File: src/rtl/core/bht_pkg.sv
package bht_pkg;

    localparam int ELEMENT_COUNT = 8;
    localparam int ELEM_W        = 3;
    localparam int CELLS         = 6;
    localparam int DATA_W        = 64;
    localparam int ROUNDS_W      = 15;
    localparam int LIMIT_W       = 16;
    localparam int TDATA_OUT_W   = 80;

    localparam logic [ROUNDS_W-1:0] ROUNDS_CAP = '1;

    typedef struct packed {
        logic              wr_en;
        logic              wr_load;
        logic              prime;
        logic              step;
        logic              below_ok;
        logic              out_ld;
        logic [ELEM_W-1:0] elem;
    } t_dp_cmd;

    typedef struct packed {
        logic [1:0] shape;
        logic       transposed;
        logic       inverted;
    } t_elem;

    // edge, corner 2, transposed edge inv, corner 1 inv,
    // edge inv, corner 2 inv, corner 1, transposed edge
    localparam t_elem ELEMENTS [ELEMENT_COUNT] = '{
        '{2'd0, 1'b0, 1'b0}, '{2'd2, 1'b0, 1'b0}, '{2'd0, 1'b1, 1'b1},
        '{2'd1, 1'b0, 1'b1}, '{2'd0, 1'b0, 1'b1}, '{2'd2, 1'b0, 1'b1},
        '{2'd1, 1'b0, 1'b0}, '{2'd0, 1'b1, 1'b0}
    };

    localparam logic CELL_VALUE [CELLS] = '{1'b0, 1'b0, 1'b0, 1'b1, 1'b1, 1'b1};

    localparam int SHAPE_DR [3][CELLS] = '{
        '{-1, -1, -1,  1,  1,  1},
        '{-1, -1,  0,  0,  1,  1},
        '{-1, -1,  0,  0,  1,  1}
    };

    localparam int SHAPE_DC [3][CELLS] = '{
        '{-1,  0,  1, -1,  0,  1},
        '{-1,  0, -1,  1,  0,  1},
        '{ 0,  1,  1, -1, -1,  0}
    };

    function automatic logic [DATA_W-1:0] shift_cols(input logic [DATA_W-1:0] row,
                                                     input int dc);
        logic [DATA_W-1:0] res;
        if (dc < 0) begin
            res = row << 1;
        end else if (dc > 0) begin
            res = row >> 1;
        end else begin
            res = row;
        end
        return res;
    endfunction

    function automatic logic [DATA_W-1:0] match_row(input logic [ELEM_W-1:0] elem,
                                                    input logic [DATA_W-1:0] above,
                                                    input logic [DATA_W-1:0] cur,
                                                    input logic [DATA_W-1:0] below,
                                                    input logic [DATA_W-1:0] wmask);
        t_elem             el;
        int                dr;
        int                dc;
        logic              want;
        logic [DATA_W-1:0] src;
        logic [DATA_W-1:0] v;
        logic [DATA_W-1:0] m;
        el = ELEMENTS[elem];
        m  = cur;
        for (int i = 0; i < CELLS; i++) begin
            dr   = el.transposed ? SHAPE_DC[el.shape][i] : SHAPE_DR[el.shape][i];
            dc   = el.transposed ? SHAPE_DR[el.shape][i] : SHAPE_DC[el.shape][i];
            want = el.inverted ? !CELL_VALUE[i] : CELL_VALUE[i];
            src  = (dr < 0) ? above : ((dr > 0) ? below : cur);
            v    = shift_cols(src, dc) & wmask;
            m    = m & (want ? v : ~v);
        end
        return m & wmask;
    endfunction

endpackage

File: src/rtl/core/bht_ctrl.sv
module bht_ctrl
    import bht_pkg::*;
#(
    parameter int MAX_HEIGHT = 64
) (
    input  logic                            i_clk,
    input  logic                            i_rst_n,
    input  logic                            i_in_valid,
    input  logic                            i_in_last,
    input  logic                            i_out_ready,
    input  logic [$clog2(MAX_HEIGHT+1)-1:0] i_height,
    input  logic [LIMIT_W-1:0]              i_max_iter,
    input  logic                            i_match_any,
    output logic                            o_in_ready,
    output logic                            o_out_valid,
    output logic                            o_out_last,
    output logic [ROUNDS_W-1:0]             o_rounds,
    output t_dp_cmd                         o_cmd,
    output logic [$clog2(MAX_HEIGHT)-1:0]   o_wr_addr,
    output logic [$clog2(MAX_HEIGHT)-1:0]   o_rd_addr
);

    localparam int CNT_W  = $clog2(MAX_HEIGHT + 1);
    localparam int ADDR_W = $clog2(MAX_HEIGHT);

    typedef enum logic [2:0] {
        S_LOAD, S_ROUND, S_PRIME0, S_PRIME1, S_SWEEP, S_ERD, S_ELD, S_EOUT
    } t_state;

    t_state              r_state;
    logic [CNT_W-1:0]    r_cnt;
    logic [CNT_W-1:0]    r_pos;
    logic [ELEM_W-1:0]   r_elem;
    logic [ROUNDS_W-1:0] r_rounds;
    logic                r_change;
    logic                r_any;

    logic [CNT_W-1:0]    cnt_inc;
    logic [CNT_W-1:0]    pos1;
    logic [CNT_W:0]      pos2;
    logic                pos_last;
    logic                any_now;
    logic                limit_hit;

    assign cnt_inc   = r_cnt + CNT_W'(1);
    assign pos1      = r_pos + CNT_W'(1);
    assign pos2      = {1'b0, r_pos} + (CNT_W+1)'(2);
    assign pos_last  = (pos1 == r_cnt);
    assign any_now   = r_any | i_match_any;
    assign limit_hit = !i_max_iter[LIMIT_W-1] && ({1'b0, r_rounds} >= i_max_iter);

    assign o_in_ready  = (r_state == S_LOAD);
    assign o_out_valid = (r_state == S_EOUT);
    assign o_out_last  = pos_last;
    assign o_rounds    = r_rounds;

    always_comb begin
        o_cmd      = '0;
        o_cmd.elem = r_elem;
        o_wr_addr  = r_pos[ADDR_W-1:0];
        o_rd_addr  = r_pos[ADDR_W-1:0];
        unique case (r_state)
            S_LOAD: begin
                o_cmd.wr_en   = i_in_valid;
                o_cmd.wr_load = 1'b1;
                o_wr_addr     = r_cnt[ADDR_W-1:0];
            end
            S_PRIME0: begin
                o_rd_addr = '0;
            end
            S_PRIME1: begin
                o_cmd.prime = 1'b1;
                o_rd_addr   = ADDR_W'(1);
            end
            S_SWEEP: begin
                o_cmd.step     = 1'b1;
                o_cmd.wr_en    = 1'b1;
                o_cmd.below_ok = !pos_last;
                o_rd_addr      = pos2[ADDR_W-1:0];
            end
            S_ELD: begin
                o_cmd.out_ld = 1'b1;
            end
            S_ROUND, S_ERD, S_EOUT: begin
            end
            default: begin
            end
        endcase
    end

    always_ff @(posedge i_clk) begin
        if (!i_rst_n) begin
            r_state  <= S_LOAD;
            r_cnt    <= '0;
            r_pos    <= '0;
            r_elem   <= '0;
            r_rounds <= '0;
            r_change <= 1'b0;
            r_any    <= 1'b0;
        end else begin
            unique case (r_state)
                S_LOAD: begin
                    if (i_in_valid) begin
                        r_cnt <= cnt_inc;
                        if (i_in_last || (cnt_inc >= i_height)) begin
                            r_state  <= S_ROUND;
                            r_rounds <= '0;
                            r_change <= 1'b1;
                        end
                    end
                end
                S_ROUND: begin
                    if (!r_change || limit_hit) begin
                        r_pos   <= '0;
                        r_state <= S_ERD;
                    end else begin
                        if (r_rounds != ROUNDS_CAP) begin
                            r_rounds <= r_rounds + ROUNDS_W'(1);
                        end
                        r_change <= 1'b0;
                        r_elem   <= '0;
                        r_state  <= S_PRIME0;
                    end
                end
                S_PRIME0: begin
                    r_any   <= 1'b0;
                    r_state <= S_PRIME1;
                end
                S_PRIME1: begin
                    r_pos   <= '0;
                    r_state <= S_SWEEP;
                end
                S_SWEEP: begin
                    if (pos_last) begin
                        if (any_now) begin
                            r_change <= 1'b1;
                        end
                        if (r_elem == ELEM_W'(ELEMENT_COUNT - 1)) begin
                            r_state <= S_ROUND;
                        end else begin
                            r_elem  <= r_elem + ELEM_W'(1);
                            r_state <= S_PRIME0;
                        end
                    end else begin
                        r_pos <= pos1;
                        r_any <= any_now;
                    end
                end
                S_ERD: begin
                    r_state <= S_ELD;
                end
                S_ELD: begin
                    r_state <= S_EOUT;
                end
                S_EOUT: begin
                    if (i_out_ready) begin
                        if (pos_last) begin
                            r_cnt   <= '0;
                            r_state <= S_LOAD;
                        end else begin
                            r_pos   <= pos1;
                            r_state <= S_ERD;
                        end
                    end
                end
                default: begin
                    r_state <= S_LOAD;
                end
            endcase
        end
    end

endmodule

File: config.mk
export PLATFORM = sky130hd
export DESIGN_NAME = bht_ctrl
export DESIGN_NICKNAME = d
export VERILOG_FILES = /design/src/rtl/core/bht_pkg.sv /design/src/rtl/core/bht_ctrl.sv
export SDC_FILE = /design/constraint.sdc
export NUM_CORES = 1
export LEC_CHECK = 0
export BUFFER_PORTS_ARGS = -buffer_cell sky130_fd_sc_hd__buf_2
export CAP_MARGIN = 5
export CORE_MARGIN = 2
export CORE_UTILIZATION = 30
export DETAILED_ROUTE_END_ITERATION = 8
export MAX_ROUTING_LAYER = met4
export SLEW_MARGIN = 40
export SYNTH_ARGS = -nofsm -noshare
export SYNTH_HDL_FRONTEND = slang
export SYNTH_SLANG_ARGS = --single-unit
File: constraint.sdc
create_clock -name i_clk -period 3.5 [get_ports i_clk]
set_clock_uncertainty 0.1 [all_clocks]
set_input_delay 0.875 -clock i_clk [delete_from_list [all_inputs] [get_ports i_clk]]
set_output_delay 0.875 -clock i_clk [all_outputs]
set_load 0.05 [all_outputs]
==> impl_results.html, run 1 <==
<table>
<tr><th>Metric</th><th>Value</th></tr>
<tr><th colspan="2">Global routing</th></tr>
<tr><td>Overflow left after global routing</td><td>0</td></tr>
<tr><td>Via count of the first global-routing pass</td><td>just under 3000</td></tr>
<tr><td>Number of antenna violations at the first check in global routing</td><td>0</td></tr>
<tr><td>Total routing resource utilization after global routing</td><td>15.8%</td></tr>
<tr><td>First-pass GRT wire length</td><td>14200 µm</td></tr>
<tr><td>Pin count of the biggest net entering global routing</td><td>22</td></tr>
<tr><th colspan="2">Worst setup path</th></tr>
<tr><td>Crit path buffers/inverters</td><td>2</td></tr>
<tr><td>Launch point of the worst reg-to-reg path</td><td>r_cnt[0]</td></tr>
<tr><td>Worst Path Required</td><td>2520 ps</td></tr>
<tr><td>Maximum cell stage delay along the critical path</td><td>about 530 ps</td></tr>
<tr><td>Category of the critical setup timing path</td><td>flop to primary output</td></tr>
<tr><td>Sort of element at the start of the critical path</td><td>flop</td></tr>
<tr><td>Kind of end point of the critical path</td><td>primary output</td></tr>
<tr><td>Critical Path Slowest Stage Cell</td><td>dfxtp_1</td></tr>
<tr><td>Cell class contributing the biggest share of worst-path delay</td><td>compound AO/OA/AOI/OAI gates</td></tr>
<tr><td>Timing startpoint of the critical path</td><td>r_pos[2]</td></tr>
<tr><td>Cell breakdown of the critical path</td><td>ha_1 -&gt; nand4_1 -&gt; nor3_1 -&gt; a31oi_1 -&gt; o31ai_4 -&gt; inv_1 -&gt; buf_2</td></tr>
<tr><td>Worst endpoint data arrival time</td><td>about 2400 ps</td></tr>
<tr><td>Crit-path max FO</td><td>10</td></tr>
<tr><th colspan="2">Yosys</th></tr>
<tr><td>Yosys top cell by area</td><td>dfxtp_1</td></tr>
<tr><td>Sequential-to-total area share from yosys stat</td><td>around a quarter</td></tr>
<tr><td>Net count after synthesis</td><td>455</td></tr>
<tr><td>Most common library cells after synthesis</td><td>nand2_1 (49), dfxtp_1 (37), inv_1 (34), ha_1 (28), nand3_1 (25)</td></tr>
<tr><td>Number of instances in the synthesized netlist</td><td>roughly 400</td></tr>
<tr><td>Combined area of all synthesized cells</td><td>about 3100 µm²</td></tr>
<tr><td>Synthesized flop and latch total</td><td>37</td></tr>
<tr><td>Number of enable flip-flop cells after synthesis</td><td>0</td></tr>
<tr><td>Synth Area per Inst</td><td>just under 8 µm²</td></tr>
<tr><td>Fraction of synthesized cell area taken by the top area cell type</td><td>23.7%</td></tr>
<tr><td>Most frequent cell after synthesis</td><td>nand2_1</td></tr>
<tr><td>Yosys warns</td><td>0</td></tr>
<tr><td>Ranking of synthesized cells by area</td><td>dfxtp_1 (24%), ha_1 (11%), nand2_1 (5.9%), inv_1 (4.1%), nand3_1 (4.0%)</td></tr>
<tr><td>Predominant post-synthesis flop cell</td><td>dfxtp_1</td></tr>
<tr><td>Unique masters post-synth</td><td>63</td></tr>
<tr><td>Asr flop ratio synth</td><td>0%</td></tr>
<tr><th colspan="2">Clock network</th></tr>
<tr><td>Post-CTS repair timing setup buffer count</td><td>0</td></tr>
<tr><td>Maximum buffer depth of the clock tree</td><td>2</td></tr>
<tr><td>TritonCTS buffer count</td><td>5</td></tr>
<tr><td>Worst-Skew Late Latency</td><td>290 ps</td></tr>
<tr><td>Post-cts sizing count</td><td>0</td></tr>
<tr><td>Cell at the root of the clock tree</td><td>clkbuf_8</td></tr>
<tr><td>Clock-pin slew of the registers on the worst-case setup and hold paths</td><td>70 ps</td></tr>
<tr><td>Hold-fix buffer count after cts</td><td>0</td></tr>
<tr><td>Deepest level of the CTS H-tree</td><td>2</td></tr>
<tr><td>CTS tree</td><td>built</td></tr>
<tr><td>Number of sinks driven by the clock tree</td><td>37</td></tr>
<tr><th colspan="2">Drt</th></tr>
<tr><td>Total length of routed wires</td><td>8740 µm</td></tr>
<tr><td>Length of the first detailed-routing pass in iterations</td><td>5</td></tr>
<tr><td>Via count</td><td>3251</td></tr>
<tr><td>Vias per cell</td><td>5.40</td></tr>
<tr><td>Post-detailed-route wirelength per cell</td><td>around 15 µm</td></tr>
<tr><td>Number of nets still failing antenna checks after routing</td><td>0</td></tr>
<tr><td>Number of DRC violations after detailed routing</td><td>0</td></tr>
<tr><td>DRT iter0 DRCs</td><td>164</td></tr>
<tr><th colspan="2">Layout</th></tr>
<tr><td>Number of nets in the finished design</td><td>522</td></tr>
<tr><td>Final instance area</td><td>3730 µm²</td></tr>
<tr><td>Area occupied by registers</td><td>741 µm²</td></tr>
<tr><td>Fraction of final layout cells sized beyond drive strength 1</td><td>about a quarter</td></tr>
<tr><td>Count of fill cells added during filler insertion</td><td>1089</td></tr>
<tr><td>Multi-input gate area in the final layout</td><td>2160 µm²</td></tr>
<tr><td>Ant diodes</td><td>0</td></tr>
<tr><td>Area growth from synthesis to layout</td><td>19.2%</td></tr>
<tr><th colspan="2">STA</th></tr>
<tr><td>Max-slew violations</td><td>0</td></tr>
<tr><td>Final Hold Violating Endpoints</td><td>0</td></tr>
<tr><td>Number of setup violations in the final report</td><td>0</td></tr>
<tr><td>Worst hold margin</td><td>369 ps</td></tr>
<tr><td>Clock period minus worst slack</td><td>3350 ps</td></tr>
<tr><td>Normalized max-slew margin</td><td>between 60% and 70%</td></tr>
<tr><td>Highest Clock Rate</td><td>0.299 GHz</td></tr>
<tr><td>Slew at the pin closest to its max-slew limit</td><td>531 ps</td></tr>
<tr><td>TNS Setup</td><td>0 ps</td></tr>
<tr><td>Final worst path period share</td><td>95.7%</td></tr>
<tr><th colspan="2">Run status</th></tr>
<tr><td>Result of the run</td><td>finished clean</td></tr>
<tr><th colspan="2">Pwr</th></tr>
<tr><td>Total internal power</td><td>0.984 mW</td></tr>
<tr><td>Worst supply voltage drop on vdd</td><td>377 µV</td></tr>
<tr><td>Sw frac</td><td>about 50%</td></tr>
<tr><td>Leak</td><td>1.84 nW</td></tr>
<tr><td>Proportion of power drawn by flip-flops and latches</td><td>25.8%</td></tr>
<tr><td>Proportion of power drawn by combinational gates</td><td>57.2%</td></tr>
<tr><td>Switching Power</td><td>between 0.9 and 1 mW</td></tr>
<tr><td>Power density normalized to cell area</td><td>531 nW/µm²</td></tr>
<tr><td>Clock network power share</td><td>17.0%</td></tr>
<tr><th colspan="2">Floorplanning</th></tr>
<tr><td>Placement Rows</td><td>37</td></tr>
<tr><td>Standard cell core area</td><td>10200 µm²</td></tr>
<tr><td>Number of I/O pins</td><td>68</td></tr>
<tr><td>Height of the chip</td><td>106 µm</td></tr>
<tr><td>Starting Density</td><td>30.6%</td></tr>
<tr><td>Floorplan die area</td><td>around 11000 µm²</td></tr>
<tr><td>X dimension of the die</td><td>106 µm</td></tr>
<tr><th colspan="2">Worst hold path</th></tr>
<tr><td>Startpoint of the lowest-slack hold path</td><td>r_change</td></tr>
<tr><td>Tightest Hold Check Type</td><td>flop to flop</td></tr>
<tr><th colspan="2">Placement</th></tr>
<tr><td>Count of buffers inserted at the top-level ports</td><td>67</td></tr>
<tr><td>HPWL Detailed</td><td>6710 µm</td></tr>
<tr><td>Routability Congestion</td><td>roughly 0.89</td></tr>
<tr><td>Placed Area</td><td>3610 µm²</td></tr>
<tr><th colspan="2">Job</th></tr>
<tr><td>Max-Cap Viols</td><td>0</td></tr>
</table>
[power groups by stage]
stage	logic, mW	clock network, mW	registers (mW)
final	1.13	0.337	0.510
after floorplan	0.852	0	0.506
after detailed placement	1.11	0	0.520
after global placement	1.10	0	0.518
after CTS	1.12	0.346	0.510
after global routing	1.22	0.364	0.516
[flip-flops by register name, indices dropped and copies added, names as in the netlist]
name	count
o_rounds	15
r_cnt	7
r_pos	7
r_elem	3
r_state	3
r_any	1
r_change	1
[cell families after synthesis]
group | synth area share [%]
flip-flops | 23.7
adder cells (fa/ha/maj) | 11.2
AND/OR/NAND/NOR | 25.3
AO/OA/AOI/OAI | 26.6
multiplexers | 2.84
buffers and inverters | 7.28
XOR/XNOR | 3.08
[tightest hold or removal path, stage by stage, from the launching register on]
cell and delay (ps):
dfxtp_1 320, inv_1 50, a211oi_1 50
[cell type report]
cell class / count / share of cell area (%)
tap: 136 / 4.56
sequential: 37 / 19.9
multi-input combinational: 307 / 57.9
timing repair buffer: 79 / 11.4
clock buffer: 7 / 2.58
inverter: 35 / 3.52
clock inverter: 1 / 0.134
[layout by cell type (no fill, tap or decap), types with 8 or more instances in the layout]
master / Yosys / routed
buf_2: 9 / 67
nand2_1: 49 / 49
dfxtp_1: 37 / 37
inv_1: 34 / 34
ha_1: 28 / 28
nand3_1: 25 / 25
nor2_1: 21 / 21
a31oi_1: 15 / 15
o21ai_0: 14 / 13
buf_4: 3 / 12
a21oi_1: 11 / 11
a21o_1: 9 / 9
nor3_1: 8 / 8
nand4_1: 8 / 8
[metal layers]
metal	share of wire [%]	track usage, %	up-vias
met3	5.4	2.94	9
li1	-	-	1619
met1	47	20.4	1517
met4	0.80	4.14	0
met2	46	25.4	106
met5	0	-	-
[worst paths after layout]
path,slack (ps),cells after the start,end
worst max register to register,600,12,o_rounds[5]
worst min-delay path,370,2,r_change
worst min register to register,370,2,r_change
worst max-delay path,150,7,o_cmd[4]
[stage by stage]
stage | total power [mW] | utilization [%] | cells | setup WS [ps]
after floorplan | 1.36 | - | 398 | 259
after global placement | 1.61 | 35.3 | 592 | 374
after detailed placement | 1.63 | 35.3 | 592 | 303
after CTS | 1.97 | 36.3 | 600 | 55.6
after global routing | 2.10 | 36.4 | 602 | -3.07
final | 1.98 | 36.4 | 602 | 150
(Power assumes the default switching activity.)
==> run 2, diff against run 1 <==
==> constraint.sdc (replaced) <==
create_clock -name i_clk -period 3.5 [get_ports i_clk]
set_clock_uncertainty 0.1 [all_clocks]
set_input_delay 0.875 -clock i_clk [delete_from_list [all_inputs] [get_ports i_clk]]
set_output_delay 0.875 -clock i_clk [all_outputs]
set_load 0.1 [all_outputs]
==> run 2 against run 1 <==
  * Maximum frequency shrank 0.10%
  * Register-to-register slack is essentially flat
  * Sequential cell count is the same
  * Cell count grew 0.17%
  * Count of clock-buffer cells in the layout shrank 2
  * Combinational power grew 28%
  * Critical path type unchanged
  * First-iteration DRC count grew 32%
  * Utilization grew 0.68 points
  * Routed wire length shrank 1.1%
  * Global-route usage grew 0.22 points
  * Critical path depth is the same
==> impl_results.html, run 2 (synthesis gave the netlist of run 1 again) <==
<table>
<tr><th>Metric</th><th>Value</th></tr>
<tr><th colspan="2">Layout</th></tr>
<tr><td>Area growth from synthesis to layout</td><td>21.4%</td></tr>
<tr><td>Largest register FFs</td><td>15</td></tr>
<tr><td>Count of fill cells added during filler insertion</td><td>1094</td></tr>
<tr><td>Number of nets in the finished design</td><td>~520</td></tr>
<tr><td>Ant diodes</td><td>0</td></tr>
<tr><td>Leading cell type in the layout, fill and taps excluded</td><td>buf_2</td></tr>
<tr><td>Post-route insts no fill</td><td>603</td></tr>
<tr><td>Fraction of final layout cells sized beyond drive strength 1</td><td>24.4%</td></tr>
<tr><td>Commonest cells after routing, fill and taps aside</td><td>buf_2 (65), nand2_1 (49), dfxtp_1 (37)</td></tr>
<tr><th colspan="2">Floorplanning</th></tr>
<tr><td>X dimension of the die</td><td>106 µm</td></tr>
<tr><td>Number of I/O pins</td><td>68</td></tr>
<tr><td>Placement Rows</td><td>37</td></tr>
<tr><td>Floorplan die area</td><td>11300 µm²</td></tr>
<tr><td>Starting Density</td><td>30.6%</td></tr>
<tr><td>Standard cell core area</td><td>a little over 10000 µm²</td></tr>
<tr><td>Height of the chip</td><td>106 µm</td></tr>
<tr><th colspan="2">Clock network</th></tr>
<tr><td>Clock-pin slew of the registers on the worst-case setup and hold paths</td><td>80 ps</td></tr>
<tr><td>TritonCTS buffer count</td><td>5</td></tr>
<tr><td>Number of sinks driven by the clock tree</td><td>37</td></tr>
<tr><td>Post-cts sizing count</td><td>0</td></tr>
<tr><td>Post-CTS repair timing setup buffer count</td><td>0</td></tr>
<tr><td>Deepest level of the CTS H-tree</td><td>2</td></tr>
<tr><td>Worst-Skew Late Latency</td><td>300 ps</td></tr>
<tr><td>Maximum buffer depth of the clock tree</td><td>2</td></tr>
<tr><td>CTS tree</td><td>built</td></tr>
<tr><td>Cell at the root of the clock tree</td><td>clkbuf_8</td></tr>
<tr><td>Hold-fix buffer count after cts</td><td>0</td></tr>
<tr><th colspan="2">STA</th></tr>
<tr><td>Slew at the pin closest to its max-slew limit</td><td>537 ps</td></tr>
<tr><td>Final worst path period share</td><td>95.8%</td></tr>
<tr><td>Normalized max-slew margin</td><td>64.1%</td></tr>
<tr><td>Max-slew violations</td><td>0</td></tr>
<tr><td>Highest Clock Rate</td><td>0.298 GHz</td></tr>
<tr><td>Number of setup violations in the final report</td><td>0</td></tr>
<tr><td>Setup ws final</td><td>147 ps</td></tr>
<tr><td>Unrepaired setup endpoints after global routing</td><td>false</td></tr>
<tr><td>TNS Setup</td><td>0 ps</td></tr>
<tr><td>Final Hold Violating Endpoints</td><td>0</td></tr>
<tr><td>Clock period minus worst slack</td><td>~3400 ps</td></tr>
<tr><th colspan="2">Job</th></tr>
<tr><td>Max-Cap Viols</td><td>0</td></tr>
<tr><th colspan="2">Pwr</th></tr>
<tr><td>Leak</td><td>approximately 1.8 nW</td></tr>
<tr><td>Power density normalized to cell area</td><td>about 620 nW/µm²</td></tr>
<tr><td>Worst supply voltage drop on vdd</td><td>~530 µV</td></tr>
<tr><td>Total power</td><td>roughly 2.3 mW</td></tr>
<tr><th colspan="2">Placement</th></tr>
<tr><td>Total instance count after detailed placement</td><td>595</td></tr>
<tr><td>Routability Congestion</td><td>around 0.90</td></tr>
<tr><td>Post-Place Setup Slack</td><td>333 ps</td></tr>
<tr><td>Count of buffers inserted at the top-level ports</td><td>67</td></tr>
<tr><td>HPWL Detailed</td><td>roughly 6600 µm</td></tr>
<tr><th colspan="2">Worst setup path</th></tr>
<tr><td>Sort of element at the start of the critical path</td><td>flop</td></tr>
<tr><td>Crit-path max FO</td><td>7</td></tr>
<tr><td>Category of the critical setup timing path</td><td>flop to primary output</td></tr>
<tr><td>Worst endpoint data arrival time</td><td>~2400 ps</td></tr>
<tr><td>Worst Path Required</td><td>2520 ps</td></tr>
<tr><td>Kind of end point of the critical path</td><td>primary output</td></tr>
<tr><td>Worst R2R Setup Slack</td><td>610 ps</td></tr>
<tr><th colspan="2">Global routing</th></tr>
<tr><td>First-pass GRT wire length</td><td>between 10000 and 15000 µm</td></tr>
<tr><td>Via count of the first global-routing pass</td><td>2955</td></tr>
<tr><td>Number of antenna violations at the first check in global routing</td><td>0</td></tr>
<tr><td>Total routing resource utilization after global routing</td><td>16.0%</td></tr>
<tr><td>Overflow left after global routing</td><td>0</td></tr>
<tr><td>Pin count of the biggest net entering global routing</td><td>22</td></tr>
<tr><th colspan="2">Drt</th></tr>
<tr><td>Total length of routed wires</td><td>8650 µm</td></tr>
<tr><td>Number of nets still failing antenna checks after routing</td><td>0</td></tr>
<tr><td>Vias per cell</td><td>5.30</td></tr>
<tr><td>DRT iter0 DRCs</td><td>216</td></tr>
<tr><td>Post-detailed-route wirelength per cell</td><td>between 10 and 15 µm</td></tr>
<tr><td>Length of the first detailed-routing pass in iterations</td><td>5</td></tr>
<tr><td>Via count</td><td>3196</td></tr>
<tr><td>Number of DRC violations after detailed routing</td><td>0</td></tr>
<tr><th colspan="2">Run status</th></tr>
<tr><td>Result of the run</td><td>finished clean</td></tr>
<tr><th colspan="2">Worst hold path</th></tr>
<tr><td>Tightest Hold Check Type</td><td>flop to flop</td></tr>
</table>
## run 2: area by class of cell
class	instances	area, µm²	share of cell area [%]
clock inverter	3	46.3	1.22
multi-input combinational	307	2170	57.2
inverter	35	135	3.56
tap	136	170	4.48
sequential	37	741	19.5
clock buffer	5	68.8	1.81
timing repair buffer	80	463	12.2
## run 2: power breakdown
group	switching, mW	total (mW)	internal [mW]
sequential	0.0463	0.504	0.458
combinational	1.06	1.45	0.393
clock	0.175	0.389	0.214
total	1.28	2.34	1.06
## run 2: critical path: stages, from the launching register on
cell	delay, ps
dfxtp_1	450
ha_1	320
nand3_2	170
o21ai_1	210
nand3_1	200
o31ai_4	410
inv_1	140
buf_12	190
## run 2: routing by layer
metal / part of all wire, % / GRT usage, % / vias up / wire length [µm]
li1: - / - / 1624 / -
met1: 47 / 21.6 / 1466 / 4050
met2: 48 / 26.0 / 100 / 4130
met3: 5.0 / 2.45 / 6 / 429
met4: 0.39 / 2.26 / 0 / 34
met5: 0 / - / - / 0
## run 2: path summary, 6_finish.rpt
path / startpoint / to / cells after the start
worst max register to register: r_cnt[1] / o_rounds[9] / 12
worst min-delay path: r_change / r_change / 2
worst min register to register: r_change / r_change / 2
worst max-delay path: r_pos[1] / o_cmd[4] / 7
## run 2: metrics by stage
stage	hold WS, ps	area [µm²]	utilization [%]
global placement	364	3680	36.0
detailed placement	364	3680	36.0
finish	372	3800	37.1
CTS	377	3800	37.1
floorplan	342	3150	-
global route	384	3800	37.1
